===== src/sv/oal_pkg.sv =====
// Shared types, codes and constants for the ordered array list.
`default_nettype none

package oal_pkg;

   localparam int DEPTH_DEFAULT = 16;
   localparam int VALUE_WIDTH   = 32;

   typedef enum logic [1:0] {
      MODE_INSERT = 2'd0,
      MODE_DELETE = 2'd1,
      MODE_SEARCH = 2'd2,
      MODE_QUERY  = 2'd3
   } mode_type;

   typedef enum logic [1:0] {
      ST_OK    = 2'd0,
      ST_FULL  = 2'd1,
      ST_RANGE = 2'd2,
      ST_EMPTY = 2'd3
   } status_type;

   typedef struct packed {
      mode_type                      mode;
      logic [3:0]                    position;
      logic signed [VALUE_WIDTH-1:0] value;
   } req_type;

   typedef struct packed {
      status_type                    status;
      logic signed [VALUE_WIDTH-1:0] removed_value;
      logic                          found;
      logic [3:0]                    found_index;
      logic [4:0]                    entry_count;
      logic                          is_full;
      logic                          is_empty;
   } rsp_type;

   typedef enum logic [3:0] {
      S_IDLE,
      S_CHECK,
      S_INS_READ,
      S_INS_MOVE,
      S_INS_WRITE,
      S_DEL_CAP,
      S_DEL_READ,
      S_DEL_MOVE,
      S_SRCH_READ,
      S_SRCH_CMP,
      S_DONE
   } state_type;

   // read address source
   typedef enum logic [1:0] {
      RD_POS,
      RD_IDX,
      RD_IDX_M1,
      RD_IDX_P1
   } rd_sel_type;

   // walking index update
   typedef enum logic [2:0] {
      IDX_HOLD,
      IDX_COUNT,
      IDX_POS,
      IDX_ZERO,
      IDX_DEC,
      IDX_INC
   } idx_op_type;

   typedef struct packed {
      logic       load_req;
      idx_op_type idx_op;
      logic       rd_en;
      rd_sel_type rd_sel;
      logic       wr_en;
      logic       wr_new;
      logic       take_removed;
      logic       take_hit;
      logic       set_status;
      status_type status_code;
      logic       count_inc;
      logic       count_dec;
   } cmd_type;

   typedef struct packed {
      mode_type mode;
      logic     full;
      logic     empty;
      logic     pos_gt_count;
      logic     pos_ge_count;
      logic     idx_gt_pos1;
      logic     idx_p1_lt_count;
      logic     idx_p2_lt_count;
      logic     match;
   } dp_status_type;

endpackage

`default_nettype wire


===== src/sv/oal_ram.sv =====
// Generic single write port, single read port RAM with registered read data.
`default_nettype none

module oal_ram #(
   parameter int WIDTH = oal_pkg::VALUE_WIDTH,
   parameter int DEPTH = oal_pkg::DEPTH_DEFAULT
) (
   input  wire logic                                   clock,
   input  wire logic                                   wr_en,
   input  wire logic [((DEPTH > 1) ? $clog2(DEPTH) : 1)-1:0] wr_addr,
   input  wire logic [WIDTH-1:0]                       wr_data,
   input  wire logic                                   rd_en,
   input  wire logic [((DEPTH > 1) ? $clog2(DEPTH) : 1)-1:0] rd_addr,
   output logic      [WIDTH-1:0]                       rd_data
);

   logic [WIDTH-1:0] mem_ff [DEPTH];
   logic [WIDTH-1:0] rd_data_ff;

   always_ff @(posedge clock) begin
      if (wr_en) begin
         mem_ff[wr_addr] <= wr_data;
      end
      if (rd_en) begin
         rd_data_ff <= mem_ff[rd_addr];
      end
   end

   assign rd_data = rd_data_ff;

endmodule

`default_nettype wire


===== src/sv/oal_datapath.sv =====
// Datapath: request hold, entry count, walking index, entry RAM and result registers.
`default_nettype none

module oal_datapath #(
   parameter int DEPTH = oal_pkg::DEPTH_DEFAULT
) (
   input  wire logic                  clock,
   input  wire logic                  reset,
   input  wire oal_pkg::req_type      req_data,
   input  wire oal_pkg::cmd_type      cmd,
   output oal_pkg::dp_status_type     stat,
   output oal_pkg::rsp_type           rsp_data
);

   localparam int AW = (DEPTH > 1) ? $clog2(DEPTH) : 1;
   localparam int CW = $clog2(DEPTH + 1);
   localparam int IW = (CW > 4) ? CW : 4;
   localparam int OW = (CW > 5) ? CW : 5;
   localparam logic [IW:0] ONE_X = (IW + 1)'(1);
   localparam logic [IW:0] TWO_X = (IW + 1)'(2);

   oal_pkg::req_type                      req_ff;
   logic [CW-1:0]                         count_ff, count_in;
   logic [AW-1:0]                         idx_ff, idx_in;
   oal_pkg::status_type                   status_ff;
   logic signed [oal_pkg::VALUE_WIDTH-1:0] removed_ff;
   logic                                  found_ff;
   logic [AW-1:0]                         found_idx_ff;

   logic [oal_pkg::VALUE_WIDTH-1:0] rd_data;
   logic [oal_pkg::VALUE_WIDTH-1:0] wr_data;
   logic [AW-1:0]                   rd_addr;
   logic [AW-1:0]                   wr_addr;
   logic [AW-1:0]                   pos_a;
   logic [IW:0]                     cnt_x, pos_x, idx_x;
   logic [OW-1:0]                   cnt_o;
   logic [IW-1:0]                   fidx_o;

   assign cnt_x = (IW + 1)'(count_ff);
   assign pos_x = (IW + 1)'(req_ff.position);
   assign idx_x = (IW + 1)'(idx_ff);
   assign pos_a = pos_x[AW-1:0];

   always_comb begin
      case (cmd.rd_sel)
         oal_pkg::RD_POS:    rd_addr = pos_a;
         oal_pkg::RD_IDX:    rd_addr = idx_ff;
         oal_pkg::RD_IDX_M1: rd_addr = idx_ff - AW'(1);
         oal_pkg::RD_IDX_P1: rd_addr = idx_ff + AW'(1);
         default:            rd_addr = idx_ff;
      endcase
   end

   // new value lands at the position, shifted entries move to the index
   assign wr_addr = cmd.wr_new ? pos_a : idx_ff;
   assign wr_data = cmd.wr_new ? $unsigned(req_ff.value) : rd_data;

   oal_ram #(
      .WIDTH (oal_pkg::VALUE_WIDTH),
      .DEPTH (DEPTH)
   ) u_ram (
      .clock   (clock),
      .wr_en   (cmd.wr_en),
      .wr_addr (wr_addr),
      .wr_data (wr_data),
      .rd_en   (cmd.rd_en),
      .rd_addr (rd_addr),
      .rd_data (rd_data)
   );

   always_comb begin
      unique case (cmd.idx_op)
         oal_pkg::IDX_HOLD:  idx_in = idx_ff;
         oal_pkg::IDX_COUNT: idx_in = count_ff[AW-1:0];
         oal_pkg::IDX_POS:   idx_in = pos_a;
         oal_pkg::IDX_ZERO:  idx_in = '0;
         oal_pkg::IDX_DEC:   idx_in = idx_ff - AW'(1);
         oal_pkg::IDX_INC:   idx_in = idx_ff + AW'(1);
         default:            idx_in = idx_ff;
      endcase
   end

   always_comb begin
      count_in = count_ff;
      if (cmd.count_inc) begin
         count_in = count_ff + CW'(1);
      end else if (cmd.count_dec) begin
         count_in = count_ff - CW'(1);
      end
   end

   always_ff @(posedge clock) begin
      if (reset) begin
         count_ff <= '0;
      end else begin
         count_ff <= count_in;
      end
   end

   always_ff @(posedge clock) begin
      idx_ff <= idx_in;
      if (cmd.load_req) begin
         req_ff       <= req_data;
         status_ff    <= oal_pkg::ST_OK;
         removed_ff   <= '0;
         found_ff     <= 1'b0;
         found_idx_ff <= '0;
      end else begin
         if (cmd.set_status) begin
            status_ff <= cmd.status_code;
         end
         if (cmd.take_removed) begin
            removed_ff <= $signed(rd_data);
         end
         if (cmd.take_hit) begin
            found_ff     <= 1'b1;
            found_idx_ff <= idx_ff;
         end
      end
   end

   always_comb begin
      stat.mode            = req_ff.mode;
      stat.full            = (count_ff == CW'(DEPTH));
      stat.empty           = (count_ff == '0);
      stat.pos_gt_count    = (pos_x > cnt_x);
      stat.pos_ge_count    = (pos_x >= cnt_x);
      stat.idx_gt_pos1     = (idx_x > (pos_x + ONE_X));
      stat.idx_p1_lt_count = ((idx_x + ONE_X) < cnt_x);
      stat.idx_p2_lt_count = ((idx_x + TWO_X) < cnt_x);
      stat.match           = (rd_data == $unsigned(req_ff.value));
   end

   assign cnt_o  = OW'(count_ff);
   assign fidx_o = IW'(found_idx_ff);

   always_comb begin
      rsp_data.status        = status_ff;
      rsp_data.removed_value = removed_ff;
      rsp_data.found         = found_ff;
      rsp_data.found_index   = fidx_o[3:0];
      rsp_data.entry_count   = cnt_o[4:0];
      rsp_data.is_full       = (count_ff == CW'(DEPTH));
      rsp_data.is_empty      = (count_ff == '0);
   end

endmodule

`default_nettype wire


===== src/sv/oal_controller.sv =====
// Controller: sequences checks, entry shifts and the search scan.
`default_nettype none

module oal_controller (
   input  wire logic                  clock,
   input  wire logic                  reset,
   input  wire logic                  start,
   output logic                       busy,
   output logic                       rsp_valid,
   input  wire oal_pkg::dp_status_type stat,
   output oal_pkg::cmd_type           cmd
);

   oal_pkg::state_type state_ff, state_in;

   always_ff @(posedge clock) begin
      if (reset) begin
         state_ff <= oal_pkg::S_IDLE;
      end else begin
         state_ff <= state_in;
      end
   end

   always_comb begin
      state_in         = state_ff;
      cmd.load_req     = 1'b0;
      cmd.idx_op       = oal_pkg::IDX_HOLD;
      cmd.rd_en        = 1'b0;
      cmd.rd_sel       = oal_pkg::RD_IDX;
      cmd.wr_en        = 1'b0;
      cmd.wr_new       = 1'b0;
      cmd.take_removed = 1'b0;
      cmd.take_hit     = 1'b0;
      cmd.set_status   = 1'b0;
      cmd.status_code  = oal_pkg::ST_OK;
      cmd.count_inc    = 1'b0;
      cmd.count_dec    = 1'b0;
      busy             = (state_ff != oal_pkg::S_IDLE);
      rsp_valid        = 1'b0;

      unique case (state_ff)
         oal_pkg::S_IDLE: begin
            if (start) begin
               cmd.load_req = 1'b1;
               state_in     = oal_pkg::S_CHECK;
            end
         end

         oal_pkg::S_CHECK: begin
            unique case (stat.mode)
               oal_pkg::MODE_INSERT: begin
                  if (stat.full) begin
                     cmd.set_status  = 1'b1;
                     cmd.status_code = oal_pkg::ST_FULL;
                     state_in        = oal_pkg::S_DONE;
                  end else if (stat.pos_gt_count) begin
                     cmd.set_status  = 1'b1;
                     cmd.status_code = oal_pkg::ST_RANGE;
                     state_in        = oal_pkg::S_DONE;
                  end else if (!stat.pos_ge_count) begin
                     cmd.idx_op = oal_pkg::IDX_COUNT;
                     state_in   = oal_pkg::S_INS_READ;
                  end else begin
                     state_in = oal_pkg::S_INS_WRITE;
                  end
               end
               oal_pkg::MODE_DELETE: begin
                  if (stat.empty) begin
                     cmd.set_status  = 1'b1;
                     cmd.status_code = oal_pkg::ST_EMPTY;
                     state_in        = oal_pkg::S_DONE;
                  end else if (stat.pos_ge_count) begin
                     cmd.set_status  = 1'b1;
                     cmd.status_code = oal_pkg::ST_RANGE;
                     state_in        = oal_pkg::S_DONE;
                  end else begin
                     cmd.idx_op = oal_pkg::IDX_POS;
                     cmd.rd_en  = 1'b1;
                     cmd.rd_sel = oal_pkg::RD_POS;
                     state_in   = oal_pkg::S_DEL_CAP;
                  end
               end
               oal_pkg::MODE_SEARCH: begin
                  if (stat.empty) begin
                     state_in = oal_pkg::S_DONE;
                  end else begin
                     cmd.idx_op = oal_pkg::IDX_ZERO;
                     state_in   = oal_pkg::S_SRCH_READ;
                  end
               end
               oal_pkg::MODE_QUERY: begin
                  state_in = oal_pkg::S_DONE;
               end
               default: begin
                  state_in = oal_pkg::S_DONE;
               end
            endcase
         end

         // shift up: copy entry idx-1 into idx, walking down to the position
         oal_pkg::S_INS_READ: begin
            cmd.rd_en  = 1'b1;
            cmd.rd_sel = oal_pkg::RD_IDX_M1;
            state_in   = oal_pkg::S_INS_MOVE;
         end

         oal_pkg::S_INS_MOVE: begin
            cmd.wr_en  = 1'b1;
            cmd.idx_op = oal_pkg::IDX_DEC;
            state_in   = stat.idx_gt_pos1 ? oal_pkg::S_INS_READ : oal_pkg::S_INS_WRITE;
         end

         oal_pkg::S_INS_WRITE: begin
            cmd.wr_en     = 1'b1;
            cmd.wr_new    = 1'b1;
            cmd.count_inc = 1'b1;
            state_in      = oal_pkg::S_DONE;
         end

         oal_pkg::S_DEL_CAP: begin
            cmd.take_removed = 1'b1;
            if (stat.idx_p1_lt_count) begin
               state_in = oal_pkg::S_DEL_READ;
            end else begin
               cmd.count_dec = 1'b1;
               state_in      = oal_pkg::S_DONE;
            end
         end

         // shift down: copy entry idx+1 into idx
         oal_pkg::S_DEL_READ: begin
            cmd.rd_en  = 1'b1;
            cmd.rd_sel = oal_pkg::RD_IDX_P1;
            state_in   = oal_pkg::S_DEL_MOVE;
         end

         oal_pkg::S_DEL_MOVE: begin
            cmd.wr_en  = 1'b1;
            cmd.idx_op = oal_pkg::IDX_INC;
            if (stat.idx_p2_lt_count) begin
               state_in = oal_pkg::S_DEL_READ;
            end else begin
               cmd.count_dec = 1'b1;
               state_in      = oal_pkg::S_DONE;
            end
         end

         oal_pkg::S_SRCH_READ: begin
            cmd.rd_en  = 1'b1;
            cmd.rd_sel = oal_pkg::RD_IDX;
            state_in   = oal_pkg::S_SRCH_CMP;
         end

         oal_pkg::S_SRCH_CMP: begin
            if (stat.match) begin
               cmd.take_hit = 1'b1;
               state_in     = oal_pkg::S_DONE;
            end else if (stat.idx_p1_lt_count) begin
               cmd.idx_op = oal_pkg::IDX_INC;
               state_in   = oal_pkg::S_SRCH_READ;
            end else begin
               state_in = oal_pkg::S_DONE;
            end
         end

         oal_pkg::S_DONE: begin
            rsp_valid = 1'b1;
            state_in  = oal_pkg::S_IDLE;
         end

         default: begin
            state_in = oal_pkg::S_IDLE;
         end
      endcase
   end

endmodule

`default_nettype wire


===== src/sv/ordered_array_list_top.sv =====
// Ordered array list: insert, delete and search over a RAM of signed words.
// Insert shifts entries from the position up, then writes the new value; delete captures
// the entry at the position and shifts those above it down; search scans from index 0 to a
// hit or the end; rejected operations and queries go straight to the result beat.
// Busy stays high through the result beat, and no new item is taken while busy.
// Reset empties the list; entry contents are left as they are and never read before written.
`default_nettype none

module ordered_array_list_top #(
   parameter int DEPTH = oal_pkg::DEPTH_DEFAULT
) (
   input  wire logic             clock,
   input  wire logic             reset,
   input  wire logic             start,
   output logic                  busy,
   input  wire oal_pkg::req_type req_data,
   output logic                  rsp_valid,
   output oal_pkg::rsp_type      rsp_data
);

   oal_pkg::cmd_type       cmd;
   oal_pkg::dp_status_type stat;

   oal_controller u_controller (
      .clock     (clock),
      .reset     (reset),
      .start     (start),
      .busy      (busy),
      .rsp_valid (rsp_valid),
      .stat      (stat),
      .cmd       (cmd)
   );

   oal_datapath #(
      .DEPTH (DEPTH)
   ) u_datapath (
      .clock    (clock),
      .reset    (reset),
      .req_data (req_data),
      .cmd      (cmd),
      .stat     (stat),
      .rsp_data (rsp_data)
   );

   // an accepted item keeps the block busy
   assert property (@(posedge clock) disable iff (reset) (start && !busy) |=> busy)
      else $error("busy not raised after accept");

   // one result beat per item
   assert property (@(posedge clock) disable iff (reset) rsp_valid |=> !rsp_valid)
      else $error("back-to-back result beats");

   // a rejected operation removes and finds nothing
   assert property (@(posedge clock) disable iff (reset)
      (rsp_valid && rsp_data.status != oal_pkg::ST_OK)
         |-> (rsp_data.removed_value == '0 && !rsp_data.found))
      else $error("rejected operation reports data");

   // a hit only comes from a search
   assert property (@(posedge clock) disable iff (reset)
      (cmd.take_hit) |-> (stat.mode == oal_pkg::MODE_SEARCH && !stat.empty))
      else $error("hit outside a search");

   // the list is never both full and empty
   assert property (@(posedge clock) disable iff (reset)
      rsp_valid |-> !(rsp_data.is_full && rsp_data.is_empty))
      else $error("full and empty together");

endmodule

`default_nettype wire

===== config.mk =====
export PLATFORM = sky130hd
export DESIGN_NAME = ordered_array_list_top
export DESIGN_NICKNAME = d
export VERILOG_FILES = /design/src/sv/oal_pkg.sv /design/src/sv/oal_ram.sv /design/src/sv/oal_datapath.sv /design/src/sv/oal_controller.sv /design/src/sv/ordered_array_list_top.sv
export SDC_FILE = /design/constraint.sdc
export NUM_CORES = 1
export LEC_CHECK = 0
export BUFFER_PORTS_ARGS = -buffer_cell sky130_fd_sc_hd__buf_2
export CORE_ASPECT_RATIO = 2
export CORE_MARGIN = 2
export CORE_UTILIZATION = 55
export DETAILED_ROUTE_END_ITERATION = 7
export PLACE_DENSITY = 0.72
export SETUP_SLACK_MARGIN = 0.05
export SYNTH_ARGS = -nofsm -noshare
export SYNTH_HDL_FRONTEND = slang
export SYNTH_SLANG_ARGS = --single-unit

===== constraint.sdc =====
create_clock -name clock -period 5.9 [get_ports clock]
set_clock_uncertainty 0.1 [all_clocks]
set_input_delay 0.295 -clock clock [delete_from_list [all_inputs] [get_ports clock]]
set_output_delay 0.295 -clock clock [all_outputs]
set_load 0.01 [all_outputs]

**Word-level counts from Yosys, hierarchy flattened**

Memories as Yosys holds them, arrays and structs flattened. A register that Yosys moved wholly into a read port is not among the register bits.
Index checks and enable logic that the tools add are counted.

- RAM bits: 512
- Register bits: 90
- Logic and storage cells: 106
- Input port bits: 41
- Output and inout port bits: 48
- Memories kept: 1

- Equal/unequal tests: 24
- Add/subtract/negate cells: 7
- Reductions and logical operators: 8
- Order comparisons: 5
- Mux-type cells: 51

Memories:

| memory | words | width | read ports | clocked after memory_dff | write ports | line | source |
|---|---|---|---|---|---|---|---|
| u_datapath.u_ram.mem_ff | 16 | 32 | 1 | 1 | 1 | oal_ram.sv:17 | `logic [WIDTH-1:0] mem_ff [DEPTH];` |

Operators by type and width:

| operator | number |
|---|---|
| case mux 4 bit (10 select lines) | 1 |
| 2-to-1 mux 3 bit | 12 |
| 2-to-1 mux 4 bit | 9 |
| equality test 32 bit | 1 |
| 2-to-1 mux 32 bit | 1 |
| case mux 4 bit (4 select lines) | 2 |
| case mux 3 bit (4 select lines) | 2 |
| case mux 4 bit (5 select lines) | 1 |
| equality test 4 x 3 -> 1 bit, second input constant | 4 |
| 2-to-1 mux 5 bit | 3 |
| 2-to-1 mux 1 bit | 13 |
| equality test 4 bit, second input constant | 3 |
| less-than comparator 6 x 5 -> 1 bit | 2 |
| adder 4 x 1 -> 5 bit, second input constant | 2 |
| case mux 3 bit (3 select lines) | 1 |
| equality test 2 bit, second input constant | 4 |
| equality test 4 x 2 -> 1 bit, second input constant | 2 |
| equality test 3 x 2 -> 1 bit, second input constant | 2 |
| equality test 3 bit, second input constant | 2 |
| greater-than comparator 4 x 6 -> 1 bit | 1 |
| 2-to-1 mux 2 bit | 3 |
| 2-to-1 mux 6 bit | 1 |
| case mux 3 bit (2 select lines) | 1 |
| adder 4 x 2 -> 5 bit, second input constant | 1 |
| 19 further kinds | 21 |

**Logic depth before layout (Yosys ltp)**

Gate-level depths: netlist (run 1).

- Word-level depth: 8
- Gate-level depth with buffers: 15
- Mapped depth without buffers: 11

**Modules after synthesis**

Synthesis (run 1) repeated with hierarchy kept, for this count alone.

- Cell total of the unflattened synthesis: 1341
- Area total of the unflattened synthesis: 25354.3 µm²

Modules (own cells, without submodules):

| module | instances | cells an instance | area each (µm²) | sequential area each (µm²) |
|---|---|---|---|---|
| oal_ram | 1 | 838 | 20155.6 | 16335.7 |
| oal_datapath | 1 | 417 | 4619.4 | 2142.1 |
| oal_controller | 1 | 86 | 579.3 | 80.1 |

**Worst setup path after synthesis (run 1)**

Ideal clock, no wire load.

- Path type: reg-to-reg
- From: register u_controller.state_ff[2]
- To: register u_datapath.u_ram.rd_data_ff[0], in the netlist u_datapath.u_ram.rd_data[0] (read register of u_datapath.u_ram.mem_ff) (enable)
- Clock period less this slack: 3810 ps
- Arrival time: 3244 ps
- Path slack: 2090 ps
- Buffers on the path: 2
- Data required time: 5334 ps
- Library setup time: 466 ps
- Stages on the path, launching flop included: 6
- Cell sequence: dfxtp_1 -> clkbuf_1 -> clkbuf_1 -> nor2_1 -> a21oi_1 -> o21ai_0

RTL lines:

| item | line | source |
|---|---|---|
| from (decl) | oal_controller.sv:14 | `oal_pkg::state_type state_ff, state_in;` |
| from (signal assigned) | oal_controller.sv:18 | `state_ff <= oal_pkg::S_IDLE;` |
| from (signal assigned) | oal_controller.sv:20 | `state_ff <= state_in;` |
| to (decl) | oal_ram.sv:18 | `logic [WIDTH-1:0] rd_data_ff;` |

**Final worst setup path (run 1)**

- From: register u_datapath.idx_ff[2]
- To: register u_datapath.u_ram.rd_data_ff[2], in the netlist u_datapath.u_ram.rd_data[2] (read register of u_datapath.u_ram.mem_ff), data pin

- Word-level cells in the longest chain between the ends: 2
- Elaborated cells on any way between the ends: 3
- Classes of those cells: add/sub: 2; mux: 1

Ends and longest elaborated chain:

| item | line | source |
|---|---|---|
| from (decl) | oal_datapath.sv:24 | `logic [AW-1:0] idx_ff, idx_in;` |
| from (signal assigned) | oal_datapath.sv:101 | `idx_ff <= idx_in;` |
| adder 4 x 1 -> 4 bit / subtractor 4 x 1 -> 4 bit (equally long branches) | oal_datapath.sv:49, oal_datapath.sv:48 |  |
| case mux 4 bit (4 select lines) * | oal_datapath.sv:45 | `case (cmd.rd_sel)` |

Every way passes the cells marked *; elsewhere a longest branch is shown, timed or not.
A chain may end at the register's enable or synchronous reset.

==> results of run 1 <==
[registers in the layout, indices dropped and copies added, names as in the netlist]
signal / count
u_datapath.u_ram.mem_ff: 512
u_datapath.removed_ff: 32
u_datapath.req_ff: 32
u_datapath.u_ram.rd_data: 32
u_datapath.cnt_o: 5
u_controller.state_ff: 4
u_datapath.found_idx_ff: 4
u_datapath.idx_ff: 4
u_datapath.pos_a: 4
u_datapath.stat: 2
u_datapath.status_ff: 2
u_datapath.found_ff: 1
[placed cells by master, fill, tap and decap left out, types with 6 or more instances in the layout]
cell type / n
edfxtp_1: 586
nand2_1: 401
nand3_1: 232
o21ai_0: 166
buf_2: 88
a31oi_1: 72
mux2i_1: 69
clkbuf_16: 54
buf_4: 54
a21oi_1: 53
inv_1: 48
dfxtp_1: 48
xnor2_1: 40
dlygate4sd3_1: 39
o31ai_1: 34
a22oi_1: 32
o21ai_1: 32
o2111a_1: 31
a41o_1: 31
a221o_1: 31
nor2_1: 25
ha_1: 25
nor2_4: 21
clkbuf_1: 20
nor3_1: 13
nand4_1: 10
clkinv_2: 9
clkinv_1: 8
a21o_1: 7
xor2_1: 6
nand2b_1: 6
[power groups by stage]
stage	registers (µW)	logic, µW	clock network [µW]
CTS	5960	3900	3470
detailed placement	6050	3860	0
finish	5980	4020	3450
floorplan	5920	2580	0
global route	5990	4240	3640
global placement	6040	3750	0
[worst paths after layout]
path              slack (ps)                                endpoint  cells past startpoint
setup reg to reg        1300   u_datapath.u_ram.rd_data[2]$_DFFE_PP_                     11
setup / recovery        1300   u_datapath.u_ram.rd_data[2]$_DFFE_PP_                     11
hold / removal           110   u_controller.state_ff[1]$_SDFFE_PP0P_                      3
hold reg to reg          350  u_datapath.removed_ff[17]$_SDFFE_PP0P_                      2
[worst max-delay path: cells and delay by family (launching register included)]
| family | cells | cell delay, ps |
|---|---|---|
| compound gates | 6 | 1990 |
| fa+ha+maj | 1 | 380 |
| simple gates | 2 | 300 |
| flops | 1 | 520 |
| buf+inv | 2 | 1010 |
[layout make-up]
| type | count | area share |
|---|---|---|
| Tap cell | 649 | 0.0262 |
| Clock buffer | 78 | 0.0478 |
| Sequential cell | 634 | 0.598 |
| Timing Repair Buffer | 181 | 0.0399 |
| Inverter | 51 | 0.00617 |
| Antenna cell | 1 | 0.0000807 |
| Multi-Input combinational cell | 1415 | 0.275 |
| Clock inverter | 21 | 0.00629 |
[stage by stage]
| stage | worst slack (ps) | std cells | power (µW) | hold slack (ps) |
|---|---|---|---|---|
| floorplan | 2090 | 2273 | 8500 | 264 |
| global placement | 1570 | 2891 | 9790 | 340 |
| detailed placement | 1500 | 2891 | 9910 | 345 |
| CTS | 1480 | 3029 | 13300 | 68.1 |
| global route | 1260 | 3030 | 13900 | 153 |
| finish | 1300 | 3030 | 13400 | 110 |
[metal layers]
metal,GRT usage,share of wire,vias up
met2,0.553,0.49,1437
met3,0.0601,0.10,409
met5,0,0,-
met1,0.355,0.32,9888
li1,-,-,8700
met4,0.257,0.089,0
[cell families (layout without fill, tap and decap cells)]
kind of cell               count (synthesis)  count (layout)
and+or+nand+nor                          744             744
DFF                                      634             634
AOI/OAI and AO/OA                        530             530
buffers and inverters                    224             331
muxes                                     69              69
xor gates and xnor gates                  46              46
adders and majority gates                 26              26
other                                      0               1
==> results.yml, run 1 <==
setup_path:
  slowest_stage: "o211ai_1"
  r2r_start: "u_datapath.idx_ff[2]$_DFFE_PP_"
  critPathKind: "flop to flop"
  cp-end-kind: "flop"
  startpoint: "u_datapath.idx_ff[2]$_DFFE_PP_"
  worst_path_most_repeated_cell: "a22oi_1"
  start_kind: "flop"
  path_cells: "clkinv_1 -> ha_1 -> nor2b_1 -> a32oi_1 -> or3_1 -> a22oi_1 -> o211ai_1 -> buf_4 -> a31oi_1 -> a22oi_1 -> o21ai_1"
  cpPeakStageDelay_ps: 850
  arrival_ps: 4830
  path_max_fanout: 19
  critPathRequiredTime_ps: 6130
finish:
  drive_gt1_frac: 0.109
  multiInputGateArea_mm2: 0.00854
  fillers: 3724
  ff_latch_area_mm2: 0.0186
  fin_util: 0.621
  area_delta_synth_final_pct: 11.6
  final_area_mm2: 0.0310
  nets: 2404
sta:
  fmax_mhz: 218
  rsz0062_at_grt: "false"
  period_minus_slack_ps: 4600
  final_hold_viol_count: 0
  slew_headroom: 0.0727
  setup_violations: 0
  worst_pin_slew_ps: 1390
  finalCritPeriodShare: 0.779
  drv_slew: 0
  setup-tns-final_ps: 0
floorplanning:
  ios: 89
  start_util: 0.557
  die_area_mm2: 0.0525
  core_area_mm2: 0.0499
  rows: 116
  dieWidth_um: 163
  fp.dieH_um: 322
synthesis:
  synthSimpleGateAreaFrac: 0.119
  postSynthCellCount: 2273
  yosysMostFrequentCell: "edfxtp_1"
  synth_seq_cells: 634
  yosys.area.top_type_share: 0.633
  synth_compound_area_frac: 0.129
  yosys.area.top_type: "edfxtp_1"
  synth_xor_area_frac: 0.0145
  yosysSeqAreaShare: 0.668
  syn_area_per_cell_um2: 12.2
  synthMuxAreaShare: 0.0248
  synth_top_family_by_area: "compound AO/OA/AOI/OAI gates"
  ys_top_cells_by_area: "edfxtp_1 (63%), nand2_1 (5.4%), nand3_1 (4.2%)"
  async_reset_ff_frac: 0
  synth_area_mm2: 0.0278
  synth_top_cells_by_count: "edfxtp_1 (586), nand2_1 (402), nand3_1 (233), o21ai_0 (167), clkbuf_1 (124)"
  synth_nets: 2340
  ys.flop_type: "edfxtp_1"
  synth_fa_ha_area_frac: 0.0120
  ys_types: 70
  synth_warnings: 0
  synth_edf_count: 586
clock_tree:
  numCtsBuffers: 54
  ctsResizeCount: 0
  cts_buffer_depth: 3
  ctsRootBufferMaster: "clkbuf_16"
  ctsHoldBuffers: 39
  clock-sinks: 634
  clock_latency_ps: 600
  cts_tree: "done"
  cts_setup_buffers: 0
  clk_pin_slew_ps: 70
  htreeDepth: 2
pwr:
  pwr-share-seq: 0.445
  power.switching_uw: 4740
  p_sw_frac: 0.352
  cell_internal_pwr_uw: 8710
  p_clk_frac: 0.257
  powerDensity_mw_per_mm2: 433
  p_leak_uw: 0.0109
  pwr-share-comb: 0.299
  vdd_drop_max_mv: 0.437
route:
  drt_wl_total_mm: 85.3
  wl_per_cell_um: 28.2
  viasPerCell: 6.74
  antenna_left: 0
  drc: 0
  drt_iter0_markers: 2677
  num_vias: 20400
  first_pass_iters: 6
global_route:
  grt_use_total: 0.326
  antenna_found_initial: 2
  grt_max_degree: 128
  grt_overflow_total: 0
  grt_pass1_wl_mm: 125
  grt_pass1_vias: 20300
worst_hold_path:
  holdCritStartpoint: "start"
  hold_path.class: "primary input to flop"
place:
  finalWeightedCongestion: 0.893
  dp_hpwl_mm: 49.6
  place_area_mm2: 0.0289
  io_buffers: 88
outcome:
  status: "complete, no violations"
job:
  maxCapViolCount: 0
No activity file was read; power rests on OpenSTA's default activity.
==> inputs of run 2 (changes only) <==
==> constraint.sdc (replaced) <==
create_clock -name clock -period 4.6 [get_ports clock]
set_clock_uncertainty 0.1 [all_clocks]
set_input_delay 0.23 -clock clock [delete_from_list [all_inputs] [get_ports clock]]
set_output_delay 0.23 -clock clock [all_outputs]
set_load 0.01 [all_outputs]
==> results.yml, run 2 (synthesis gave the netlist of run 1 again) <==
sta:
  rsz0062_at_grt: "false"
  setup_violations: 0
  final_hold_viol_count: 0
  worst_pin_slew_ps: 1050
  setup-tns-final_ps: 0
  slew_headroom: 0.300
  finalCritPeriodShare: 0.896
  fmax_mhz: 243
  period_minus_slack_ps: 4120
  drv_slew: 0
clock_tree:
  cts_tree: "done"
  htreeDepth: 2
  clock-sinks: 634
  cts_buffer_depth: 3
  clock_latency_ps: 630
  ctsRootBufferMaster: "clkbuf_16"
  numCtsBuffers: 53
  clk_pin_slew_ps: 70
floorplanning:
  dieWidth_um: 163
  ios: 89
  fp.dieH_um: 322
  die_area_mm2: 0.0525
  core_area_mm2: 0.0499
  start_util: 0.557
  rows: 116
pwr:
  cell_internal_pwr_uw: 11300
  p_clk_frac: 0.264
  powerDensity_mw_per_mm2: 559
  p_leak_uw: 0.0110
  pwr-share-seq: 0.441
  p_sw_frac: 0.354
  power.switching_uw: 6170
  pwr-share-comb: 0.295
  vdd_drop_max_mv: 0.450
global_route:
  antenna_found_initial: 2
  grt_pass1_wl_mm: 125
  grt_pass1_vias: 20300
  grt_overflow_total: 0
  grt_use_total: 0.327
  grt_max_degree: 127
route:
  antenna_left: 0
  drt_iter0_markers: 2564
  num_vias: 20200
  wl_per_cell_um: 28.2
  first_pass_iters: 6
  drc: 0
  viasPerCell: 6.66
  drt_wl_total_mm: 85.6
worst_hold_path:
  hold_path.class: "primary input to flop"
  holdCritStartpoint: "req_data[29]"
  hold_path_depth: 2
finish:
  final_area_mm2: 0.0312
  final_cell_mix: "edfxtp_1 (586), nand2_1 (401), nand3_1 (232)"
  nets: 2409
  area_delta_synth_final_pct: 12.3
  top_register: "u_datapath.u_ram.mem_ff"
  final_common_cell: "edfxtp_1"
  largest_reg_flops: 512
  drive_gt1_frac: 0.115
  fillers: 3741
place:
  io_buffers: 88
  finalWeightedCongestion: 0.894
  place_area_mm2: 0.0291
  dp_hpwl_mm: 49.0
setup_path:
  reg2regPathDepth: 11
  arrival_ps: 4390
  path_max_fanout: 8
  crit_end: "u_datapath.idx_ff[0]$_DFFE_PP_"
  start_kind: "flop"
  critPathKind: "flop to flop"
  critPathRequiredTime_ps: 4870
  startpoint: "u_datapath.idx_ff[1]$_DFFE_PP_"
  reg2reg_to: "u_datapath.idx_ff[0]$_DFFE_PP_"
  r2r_start: "u_datapath.idx_ff[1]$_DFFE_PP_"
  cp-end-kind: "flop"
  ff2ff_setup_slack_ps: 480
job:
  maxCapViolCount: 0
outcome:
  status: "complete, no violations"
-- run 2: changes by cell type in the layout (fill, tap and decap cells not counted), moves of 5 or more --
cell,before,now
clkinvlp_4,1,6
buf_12,0,9
clkinv_1,8,13
clkbuf_1,20,6
-- run 2: what timing repair did --
action	4_1_cts	5_1_grt
gates resized for setup	0	0
endpoints found under the hold margin	47	0
hold buffers	40	0
setup buffers	0	0
-- run 2: metrics by stage --
stage | setup WS, ps | util | hold WS, ps | total power (µW) | instances
after detailed placement | 610 | 0.583 | 308 | 12800 | 2896
after floorplan | 790 | - | 199 | 10900 | 2273
after global routing | 299 | 0.626 | 219 | 18000 | 3035
after global placement | 621 | 0.583 | 310 | 12600 | 2896
final | 477 | 0.626 | 212 | 17400 | 3036
after CTS | 572 | 0.626 | 199 | 17300 | 3035
-- run 2: area by class of cell --
type / instances / area (µm²) / share of cell area
Clock inverter: 40 / 383 / 0.0123
Sequential cell: 634 / 18600 / 0.594
Antenna cell: 1 / 2.50 / 0.0000801
Tap cell: 649 / 812 / 0.0260
Multi-Input combinational cell: 1415 / 8540 / 0.273
Clock buffer: 59 / 1350 / 0.0432
Timing Repair Buffer: 187 / 1400 / 0.0447
Inverter: 51 / 191 / 0.00613
-- run 2: critical path, cell delays in order (launching register included) --
cell      delay [ps]
edfxtp_1         520
inv_1            480
ha_1             400
ha_1             290
a21boi_0         130
o21a_1           220
o21a_1           150
o21ai_0          460
nand4_1          450
nand2_1          200
o31ai_1           80
a21oi_1          400
-- run 2: power by group through the flow --
stage          Combinational (µW)  Sequential (µW)  Clock, µW
2_1_floorplan                3310             7590          0
3_3_place_gp                 4820             7780          0
3_5_place_dp                 4970             7780          0
4_1_cts                      5010             7670       4630
5_1_grt                      5470             7710       4840
6_report                     5140             7690       4610
-- run 2: worst min path at each step --
| stage | endpoint | slack [ps] |
|---|---|---|
| global placement | u_datapath.req_ff[9]$_DFFE_PP_ | 310 |
| global route | u_datapath.stat[9]$_DFFE_PP_ | 220 |
| floorplan | u_datapath.cnt_o[4]$_SDFFE_PP0P_ | 200 |
| CTS | u_datapath.req_ff[31]$_DFFE_PP_ | 200 |
| finish | u_datapath.req_ff[29]$_DFFE_PP_ | 210 |
| detailed placement | u_datapath.req_ff[26]$_DFFE_PP_ | 310 |
-- run 2: layer usage --
| metal | GRT usage | wire length [µm] | vias up |
|---|---|---|---|
| met5 | 0 | 13 | - |
| li1 | - | - | 8711 |
| met4 | 0.260 | 7760 | 2 |
| met1 | 0.350 | 27000 | 9785 |
| met2 | 0.562 | 42900 | 1355 |
| met3 | 0.0603 | 7910 | 375 |
